--- src/rtl/core/fdss_pkg.sv ---
// fdss_pkg: shared types, constants and the segment decode for the
// four-digit seven-segment scanner. No dependencies.
package fdss_pkg;

  localparam int NUM_DIGITS = 4;
  localparam int DIGIT_W    = 4;
  localparam int SEG_W      = 7;

  typedef logic [DIGIT_W-1:0] digit_t;
  typedef logic [SEG_W-1:0]   seg_t;
  typedef logic [1:0]         func_t;

  localparam func_t FUNC_TICK   = 2'd0;
  localparam func_t FUNC_NUMBER = 2'd1;
  localparam func_t FUNC_TIME   = 2'd2;
  localparam func_t FUNC_DIGIT  = 2'd3;

  localparam digit_t BLANK_CODE = 4'd15;
  localparam seg_t   SEG_OFF    = 7'h7f;

  localparam logic [13:0] MAX_NUMBER = 14'd9999;
  localparam logic [7:0]  MAX_HOUR   = 8'd24;
  localparam logic [7:0]  MAX_MINUTE = 8'd60;

  // Reciprocal constants: exact quotients over the full 14-bit / 8-bit input range
  localparam logic [15:0] RECIP_10   = 16'd52429;  // >> 19
  localparam logic [12:0] RECIP_100  = 13'd5243;   // >> 19
  localparam logic [14:0] RECIP_1000 = 15'd16778;  // >> 24
  localparam logic [7:0]  RECIP_10_8 = 8'd205;     // >> 11

  localparam digit_t STORE_RESET [NUM_DIGITS] = '{4'd8, 4'd9, 4'd0, 4'd1};

  // Segment patterns, bit 6 down to bit 0, active low
  localparam seg_t SEG_TABLE [10] = '{
    7'h01, 7'h4f, 7'h12, 7'h06, 7'h4c, 7'h24, 7'h20, 7'h0f, 7'h00, 7'h04
  };

  // Digit code to segment lines: line k carries pattern bit 6 - k
  function automatic seg_t seg_lines(input digit_t code);
    seg_t pat;
    seg_t lines;
    if (code > 4'd9) begin
      pat = SEG_OFF;
    end else begin
      pat = SEG_TABLE[code];
    end
    for (int k = 0; k < SEG_W; k++) begin
      lines[k] = pat[SEG_W-1-k];
    end
    return lines;
  endfunction

endpackage

--- src/rtl/core/four_digit_seven_segment_scanner.sv ---
// four_digit_seven_segment_scanner: input register, one level of decode and
// digit-split logic, result register. Depends on fdss_pkg.
//
// A result passes the input register, then the result register, before its
// transfer; it can wait in either register while out_ready is low.
// Throughput: one item per cycle while out_ready stays high.
// Reset (rst_n low, synchronous): both stages empty, digit store 8,9,0,1,
// scan position 0, common and segment state all high; result registers not reset.
module four_digit_seven_segment_scanner
  import fdss_pkg::*;
(
  input  logic        clk,
  input  logic        rst_n,
  input  logic        in_valid,
  output logic        in_ready,
  input  logic [1:0]  in_func,
  input  logic [13:0] in_value,
  input  logic [7:0]  in_hour,
  input  logic [7:0]  in_minute,
  input  logic [1:0]  in_digit_position,
  input  logic [7:0]  in_digit_code,
  output logic        out_valid,
  input  logic        out_ready,
  output logic [6:0]  out_segment_lines,
  output logic [3:0]  out_common_lines,
  output logic        out_accepted
);

  // Input stage
  logic        in_v_r;
  func_t       func_r;
  logic [13:0] value_r;
  logic [7:0]  hour_r;
  logic [7:0]  minute_r;
  logic [1:0]  pos_r;
  logic [7:0]  code_r;

  // Block state
  digit_t      store_r   [NUM_DIGITS];
  digit_t      store_nxt [NUM_DIGITS];
  logic [1:0]  scan_r, scan_nxt;
  logic [3:0]  common_r, common_nxt;
  seg_t        segment_r, segment_nxt;
  logic        ok_nxt;

  // Result stage
  logic        out_v_r;
  seg_t        out_seg_r;
  logic [3:0]  out_com_r;
  logic        out_ok_r;

  logic        advance;

  // Number split
  logic [29:0] prod10;
  logic [26:0] prod100;
  logic [28:0] prod1000;
  logic [10:0] q10;
  logic [7:0]  q100;
  logic [4:0]  q1000;
  logic [13:0] ones_w;
  logic [10:0] tens_w;
  logic [7:0]  hund_w;

  // Time split
  logic [15:0] hprod, mprod;
  logic [4:0]  h10, m10;
  logic [7:0]  h1_w, m1_w;

  logic [1:0]  next_pos;
  logic [1:0]  wr_idx;

  assign advance  = in_v_r && (!out_v_r || out_ready);
  assign in_ready = !in_v_r || advance;

  always_ff @(posedge clk) begin
    if (!rst_n) begin
      in_v_r <= 1'b0;
    end else if (in_ready) begin
      in_v_r <= in_valid;
    end
  end

  always_ff @(posedge clk) begin
    if (in_valid && in_ready) begin
      func_r   <= in_func;
      value_r  <= in_value;
      hour_r   <= in_hour;
      minute_r <= in_minute;
      pos_r    <= in_digit_position;
      code_r   <= in_digit_code;
    end
  end

  assign prod10   = {16'd0, value_r} * {14'd0, RECIP_10};
  assign prod100  = {13'd0, value_r} * {14'd0, RECIP_100};
  assign prod1000 = {15'd0, value_r} * {14'd0, RECIP_1000};
  assign q10      = prod10[29:19];
  assign q100     = prod100[26:19];
  assign q1000    = prod1000[28:24];
  assign ones_w   = value_r - ({3'd0, q10} * 14'd10);
  assign tens_w   = q10 - ({3'd0, q100} * 11'd10);
  assign hund_w   = q100 - ({3'd0, q1000} * 8'd10);

  assign hprod = {8'd0, hour_r} * {8'd0, RECIP_10_8};
  assign mprod = {8'd0, minute_r} * {8'd0, RECIP_10_8};
  assign h10   = hprod[15:11];
  assign m10   = mprod[15:11];
  assign h1_w  = hour_r - ({3'd0, h10} * 8'd10);
  assign m1_w  = minute_r - ({3'd0, m10} * 8'd10);

  assign next_pos = scan_r + 2'd1;
  assign wr_idx   = 2'd3 - pos_r;

  always_comb begin
    store_nxt   = store_r;
    scan_nxt    = scan_r;
    common_nxt  = common_r;
    segment_nxt = segment_r;
    ok_nxt      = 1'b1;
    unique case (func_r)
      FUNC_TICK: begin
        // drop the previous common, raise the new one
        scan_nxt    = next_pos;
        common_nxt  = (common_r & ~(4'b0001 << scan_r)) | (4'b0001 << next_pos);
        segment_nxt = seg_lines(store_r[next_pos]);
      end
      FUNC_NUMBER: begin
        if (value_r > MAX_NUMBER) begin
          ok_nxt = 1'b0;
        end else begin
          store_nxt[3] = ones_w[3:0];
          store_nxt[2] = (value_r >= 14'd10)   ? tens_w[3:0] : BLANK_CODE;
          store_nxt[1] = (value_r >= 14'd100)  ? hund_w[3:0] : BLANK_CODE;
          store_nxt[0] = (value_r >= 14'd1000) ? q1000[3:0]  : BLANK_CODE;
        end
      end
      FUNC_TIME: begin
        if (hour_r > MAX_HOUR || minute_r > MAX_MINUTE) begin
          ok_nxt = 1'b0;
        end else begin
          store_nxt[0] = h10[3:0];
          store_nxt[1] = h1_w[3:0];
          store_nxt[2] = m10[3:0];
          store_nxt[3] = m1_w[3:0];
        end
      end
      FUNC_DIGIT: begin
        store_nxt[wr_idx] = (code_r > 8'd9) ? BLANK_CODE : code_r[3:0];
      end
      default: begin
        ok_nxt = 1'b1;
      end
    endcase
  end

  always_ff @(posedge clk) begin
    if (!rst_n) begin
      store_r   <= STORE_RESET;
      scan_r    <= 2'd0;
      common_r  <= 4'hf;
      segment_r <= SEG_OFF;
    end else if (advance) begin
      store_r   <= store_nxt;
      scan_r    <= scan_nxt;
      common_r  <= common_nxt;
      segment_r <= segment_nxt;
    end
  end

  always_ff @(posedge clk) begin
    if (!rst_n) begin
      out_v_r <= 1'b0;
    end else if (advance) begin
      out_v_r <= 1'b1;
    end else if (out_ready) begin
      out_v_r <= 1'b0;
    end
  end

  // hold the result until its transfer
  always_ff @(posedge clk) begin
    if (advance) begin
      out_seg_r <= segment_nxt;
      out_com_r <= common_nxt;
      out_ok_r  <= ok_nxt;
    end
  end

  assign out_valid         = out_v_r;
  assign out_segment_lines = out_seg_r;
  assign out_common_lines  = out_com_r;
  assign out_accepted      = out_ok_r;

endmodule
--- config.mk ---
export PLATFORM = sky130hd
export DESIGN_NAME = four_digit_seven_segment_scanner
export DESIGN_NICKNAME = d
export VERILOG_FILES = /design/src/rtl/core/fdss_pkg.sv /design/src/rtl/core/four_digit_seven_segment_scanner.sv
export SDC_FILE = /design/constraint.sdc
export NUM_CORES = 1
export LEC_CHECK = 0
export BUFFER_PORTS_ARGS = -buffer_cell sky130_fd_sc_hd__buf_4
export CAP_MARGIN = 0
export CORE_UTILIZATION = 44
export CTS_CLUSTER_DIAMETER = 80
export DETAILED_ROUTE_END_ITERATION = 12
export PLACE_DENSITY_LB_ADDON = 0.15
export SLEW_MARGIN = 10
export SYNTH_ARGS = -nofsm -noshare
export SYNTH_HDL_FRONTEND = slang
export SYNTH_SLANG_ARGS = --single-unit
--- constraint.sdc ---
create_clock -name clk -period 12.2 [get_ports clk]
set_clock_uncertainty 0.15 [all_clocks]
set_input_delay 0.61 -clock clk [delete_from_list [all_inputs] [get_ports clk]]
set_output_delay 0.61 -clock clk [all_outputs]
set_load 0.03 [all_outputs]
======== After elaboration in Yosys (flattened, before gate mapping) ========
Memory sizes are Yosys's and may differ from the RTL's.
Cells that the tools add are included.
storage, ports and cells
  bits of input ports ..................... 46
  bits in latches ......................... 0
  bits in read-only memories .............. 112
  register bits after elaboration ......... 85
  memories kept ........................... 1
  RAM bits ................................ 0
operators by class
  reduce and logical (&&, ||, !) cells .... 13
  equality and inequality tests ........... 5
  mux-type cells .......................... 23
  multiply operators ...................... 10
  div/mod/pow operators ................... 0
  magnitude comparators ................... 12
  shifts and indexed selects .............. 2
  add/sub/neg operators ................... 7
  bitwise logic cells ..................... 6
memories
  name             depth  width  rd ports  clocked after Yosys merged registers in  write ports  RTL line        source
  (no name shown)  16     7      1         0                                        0            fdss_pkg.sv:45  pat = SEG_TABLE[code];
operator list
  operator                                                                               count
  16-bit one-hot mux with 3 select lines                                                 1
  8-bit by 8-bit multiplier with 16-bit output, second input constant                    2
  16-bit 2-to-1 mux                                                                      2
  4-bit 2-to-1 mux                                                                       8
  14-bit by 16-bit multiplier with 30-bit output, second input constant                  1
  14-bit by 14-bit multiplier with 28-bit output, second input constant                  1
  7-bit 2-to-1 mux                                                                       4
  14-bit by 13-bit multiplier with 27-bit output, second input constant                  1
  4-bit subtractor                                                                       5
  16-bit bitwise mux                                                                     1
  5-bit by 3-bit multiplier with 3-bit output, second input constant                     3
  14-bit by 10-bit greater-or-equal comparator with 1-bit output, second input constant  1
  14-bit by 4-bit greater-or-equal comparator with 1-bit output, second input constant   1
  14-bit by 7-bit greater-or-equal comparator with 1-bit output, second input constant   1
  14-bit greater-than comparator, second input constant                                  1
  11-bit by 3-bit multiplier with 3-bit output, second input constant                    1
  4-bit binary-select mux with 2-bit select                                              1
  4-bit demux with 2-bit select                                                          1
  8-bit by 4-bit greater-than comparator with 1-bit output, second input constant        1
  8-bit by 5-bit greater-than comparator with 1-bit output, second input constant        1
  8-bit by 6-bit greater-than comparator with 1-bit output, second input constant        1
  8-bit by 3-bit multiplier with 3-bit output, second input constant                     1
  1-bit by 2-bit << shifter with 4-bit output, first input constant                      2
  3-bit greater-or-equal comparator, second input constant                               2
  23 further kinds                                                                       34

======== Depth between registers and ports, before layout ========
  depth in word-level cells ............... 11
  gate-level depth with buffers ........... 29

======== Worst setup path after synthesis ========
OpenSTA, ideal clock, no wires.
  path kind ............................... register to register
  start point ............................. reg value_r[12]
  end point ............................... reg store_r[7] in the netlist's numbering
  data required time ...................... 11930 ps
  data arrival time ....................... 6972 ps
  buffers on the path ..................... 0
  cell stages (with the launch flop) ...... 28
  path slack .............................. 4958 ps
  library setup time ...................... 120 ps
  path through ............................ edfxtp_1 -> inv_1 -> ha_1 -> inv_1 -> fa_1 -> fa_1 -> fa_1 -> inv_1 -> fa_1 -> inv_1 -> fa_1 -> inv_1 -> ha_1 -> nand4_1 -> nor3_1 -> nor3_1 -> a41oi_1 -> o21a_1 -> or2_2 -> ha_1 -> fa_1 -> xnor2_1 -> xnor2_1 -> xnor2_1 -> xnor3_1 -> xnor2_1 -> o21ai_1 -> a21oi_1
between the ends
  cells in the longest elaborated chain, start to end .. 6
  elaborated cells between the ends (all ways) .. 11
ends and longest elaborated chain
  item                                            RTL line                                 source
  start, declared                                 four_digit_seven_segment_scanner.sv:32   logic [13:0] value_r;
  start signal, assigned                          four_digit_seven_segment_scanner.sv:87   value_r <= in_value;
  14-bit by 13-bit multiplier with 27-bit output  four_digit_seven_segment_scanner.sv:96   assign prod100 = {13'd0, value_r} * {14'd0, RECIP_100};
  8-bit by 3-bit multiplier with 3-bit output     four_digit_seven_segment_scanner.sv:102  assign tens_w = q10 - ({3'd0, q100} * 11'd10);
  4-bit subtractor                                four_digit_seven_segment_scanner.sv:102
  4-bit 2-to-1 mux                                four_digit_seven_segment_scanner.sv:133  store_nxt[2] = (value_r >= 14'd10) ? tens_w[3:0] : BLANK_CODE;
  16-bit 2-to-1 mux                               four_digit_seven_segment_scanner.sv:129  if (value_r > MAX_NUMBER) begin
  16-bit one-hot mux with 3 select lines          four_digit_seven_segment_scanner.sv:121  unique case (func_r)
  end signal, assigned                            four_digit_seven_segment_scanner.sv:164  store_r <= store_nxt;
  end, declared                                   four_digit_seven_segment_scanner.sv:39   digit_t store_r [NUM_DIGITS];
Parallel ways exist; a longest one is shown, timed or not. The select of a mux whose other input is x is not followed.
A chain may end at the register's enable or synchronous reset.

======== Final worst setup path ========
Ends and elaborated chain as after synthesis.

==> summary.md <==
| Metric | Value |
|---|---|
| Status | finished, final reports clean |
| Yosys warning total | 0 |
| Finished Cell Area | about 15000 um^2 |
| P_leak | around 8.1 nW |
| Vias in the first global route | 10200 |
| Clock share of power | between 8 and 9% |
| Overflow after GRT | 0 |
| Crit path from | value_r[12] |
| Synth Instances | 1455 |
| Worst EP required | roughly 12 ns |
| CTS tree | yes |
| Core Rows | 65 |
| Residual DRC | 0 |
| Post-synth ARST share | 0% |
| Max-cap violations | 0 |
| R2R depth | 27 |
| Avg Cell Area, Syn | between 9 and 10 um^2 |
| HP Class | input port to flip-flop |
| Post-synth EDFFs | 54 |
| Via count | 9791 |
| Root buf cell | clkbuf_16 |
| DRT antenna net count | 0 |
| Int Power | between 0.0015 and 0.002 W |
| Initial Utilization | around 45% |
| End of the worst hold path | value_r[8] |
| R2r startpoint | value_r[12] |
| Sequential area share after synthesis | 15.8% |
| Synthesized flop and latch total | 85 |
| Crit. End Element | flip-flop |
| Vias per inst | around 5 |
| Hpwl dp | approximately 29000 um |
| Most frequent cells in the layout | inv_1 (378), ha_1 (356), fa_1 (159) |
| Initial antenna violation count | 0 |
| PnR worst setup slack | ~4.3 ns |
| Worst Hold Depth | 1 |
| Syn-to-layout area delta | 8.55% |
| Routed wire length per instance | ~17 um |
| Worst VDD drop | around 270 uV |
| Final worst path period share | between 60% and 70% |
| Final hold violation count | 0 |
| Slowest CP cell | edfxtp_1 |
| Pre-CTS setup slack | approximately 4.2 ns |
| Overall power | approximately 0.0031 W |
| Skew-Pair Late Insertion Delay | between 0.3 and 0.4 ns |
| Layout cells sized above 1 | under 10% |
| Combinational share of power | approximately four fifths |
| Post-synthesis cell type count | 63 |
| Die width | 182 um |
| Core ar. | approximately 32000 um^2 |
| First-pass GRT wire length | about 55000 um |
| Post-CTS Hold Buffers | 0 |
| Mapped cell area | 14200 um^2 |
| Die height | 182 um |
| Critical Path AT | approximately 8 ns |
| Clock buffer count from CTS | 9 |
| GRT Total Usage | 21.7% |
| # IOs | 60 |
| Post-Route Setup TNS | 0 ns |
| Worst slew pin tran | 0.920 ns |
| Startpoint Class | flip-flop |
| Detailed Route WL | ~33000 um |
| I/O Buffers | 59 |
| Area after DPL | 15200 um^2 |
| Nets | a little over 2000 |
| P_sw | ~0.0015 W |
| Switching part of the total | roughly half |
| Crit path largest cell delay | approximately 0.7 ns |
| Commonest non-fill, non-tap cell in the layout | inv_1 |
| Sequential share of power | a little under an eighth |
| Gpl congestion | a little over 0.9 |
| Capturing point of the worst reg2reg path | store_r[7] |
| Achievable Freq | between 0.1 and 0.15 GHz |
| Diode count | 0 |
| Hold WS | roughly 0.27 ns |
| Min cycle time layout | ~7.9 ns |
| Reg clk slew, reported paths | 0.08 ns |
| CTS sink count | 85 |
| Post-CTS Setup Bufs | 0 |
| Power per cell area | just under 200 nW/um^2 |
| Hold path start | in_value[8] |
| Initial DRC count | 564 |
| Fillers | about 3000 |
| Setup Crit Path Kind | flip-flop to flip-flop |
| Register-to-register setup slack | around 4.3 ns |
| Clock Path Buffers | 2 |
| RSZ-0062 raised after global routing | false |
| # H-tree levels | 3 |
| Final Slew Violations | 0 |
| Syn Nets | around 2000 |
| Worst Path Max Fanout | 13 |
| Post-CTS sizing | 0 |
| Largest net degree at the start of global routing | 43 |
| Ys flop type | edfxtp_1 |
| Die Footprint | between 30000 and 40000 um^2 |
| Cell mode on critical path | fa_1 |
| Router iterations before antenna repair | 5 |
| Max-slew headroom | between 30% and 40% |
| Finish-stage setup viols | 0 |
## worst max path at each step
stage,to,slack (ns),depth (start not counted)
floorplan,store_r[7],4.96,27
global placement,store_r[7],4.44,27
detailed placement,store_r[7],4.18,27
CTS,store_r[7],4.16,27
global route,store_r[7],3.70,27
finish,store_r[7],4.25,27
## layer usage
metal / vias up / share of wire [%] / track usage [%]
met5: - / 0 / 0
met4: 0 / 3.0 / 7.08
met3: 58 / 4.8 / 3.57
met2: 226 / 41 / 31.7
met1: 4626 / 51 / 32.3
li1: 4881 / - / -
## metrics by stage
step	cells	utilization [%]
2_1_floorplan	1455	-
3_3_place_gp	1906	47.9
5_1_grt	1922	48.8
3_5_place_dp	1906	47.9
4_1_cts	1922	48.8
6_report	1922	48.8
## worst max-delay path, delay by kind of cell (launching register included)
family	cells	cell delay, ns
simple gates	4	0.79
buf+inv	5	0.56
xor+xnor	5	0.89
compound gates	4	0.70
fa+ha+maj	9	3.99
flops	1	0.72
## synth_stat cells, types with 3 or more instances
library cell | count | share of area (%)
a2111oi_0 | 4 | 0.25
a211oi_1 | 9 | 0.48
a21boi_0 | 4 | 0.21
a21o_1 | 18 | 0.95
a21oi_1 | 55 | 1.9
a22oi_1 | 4 | 0.21
a31oi_1 | 8 | 0.35
a41oi_1 | 3 | 0.18
and2_1 | 4 | 0.18
clkbuf_1 | 13 | 0.34
dfxtp_1 | 31 | 4.4
edfxtp_1 | 54 | 11
fa_1 | 159 | 22
ha_1 | 356 | 31
inv_1 | 378 | 10
mux2i_1 | 5 | 0.35
mux4_2 | 4 | 0.63
nand2_1 | 66 | 1.7
nand2b_1 | 4 | 0.18
nand3_1 | 13 | 0.46
nand4_1 | 9 | 0.40
nor2_1 | 45 | 1.2
nor2b_1 | 14 | 0.62
nor3_1 | 13 | 0.46
o211ai_1 | 10 | 0.53
o21a_1 | 18 | 0.95
o21ai_0 | 52 | 1.8
o21ai_1 | 3 | 0.11
o22ai_1 | 12 | 0.53
or2_2 | 3 | 0.13
xnor2_1 | 33 | 2.0
xnor3_1 | 3 | 0.48
xor2_1 | 10 | 0.62
## cells by family after synthesis
family	count (synthesis)	synth area share [%]
adder cells (fa/ha/maj)	515	53.7
buffers and inverters	395	10.5
AO/OA/AOI/OAI	223	9.95
AND/OR/NAND/NOR	182	6.00
flip-flops	85	15.8
XOR/XNOR	46	3.12
multiplexers	9	0.986
## power groups by stage
| stage | Combinational (W) | Sequential (W) | Clock, W |
|---|---|---|---|
| after detailed placement | 0.00243 | 0.000360 | 0 |
| after floorplan | 0.00181 | 0.000356 | 0 |
| after CTS | 0.00246 | 0.000354 | 0.000283 |
| final | 0.00244 | 0.000354 | 0.000273 |
| after global placement | 0.00241 | 0.000360 | 0 |
| after global routing | 0.00281 | 0.000357 | 0.000293 |
## layout make-up
class | count | area, um^2 | area share (%)
Tap cell | 402 | 503 | 3.26
Multi-Input combinational cell | 975 | 10500 | 68.0
Timing Repair Buffer | 65 | 488 | 3.16
Clock inverter | 7 | 57.6 | 0.373
Inverter | 379 | 1420 | 9.22
Sequential cell | 85 | 2240 | 14.5
Clock buffer | 9 | 225 | 1.46
## registers in the layout, summed over array words and instances (netlist names), 2 cells and up
signal             flops
hour_r                 8
minute_r               8
pos_r                  2
func_r                 2
scan_r                 2
segment_r              7
value_r               14
common_r               4
out_segment_lines      7
out_common_lines       4
store_r               16
code_r                 8
No activity file was read; power rests on OpenSTA's default activity.
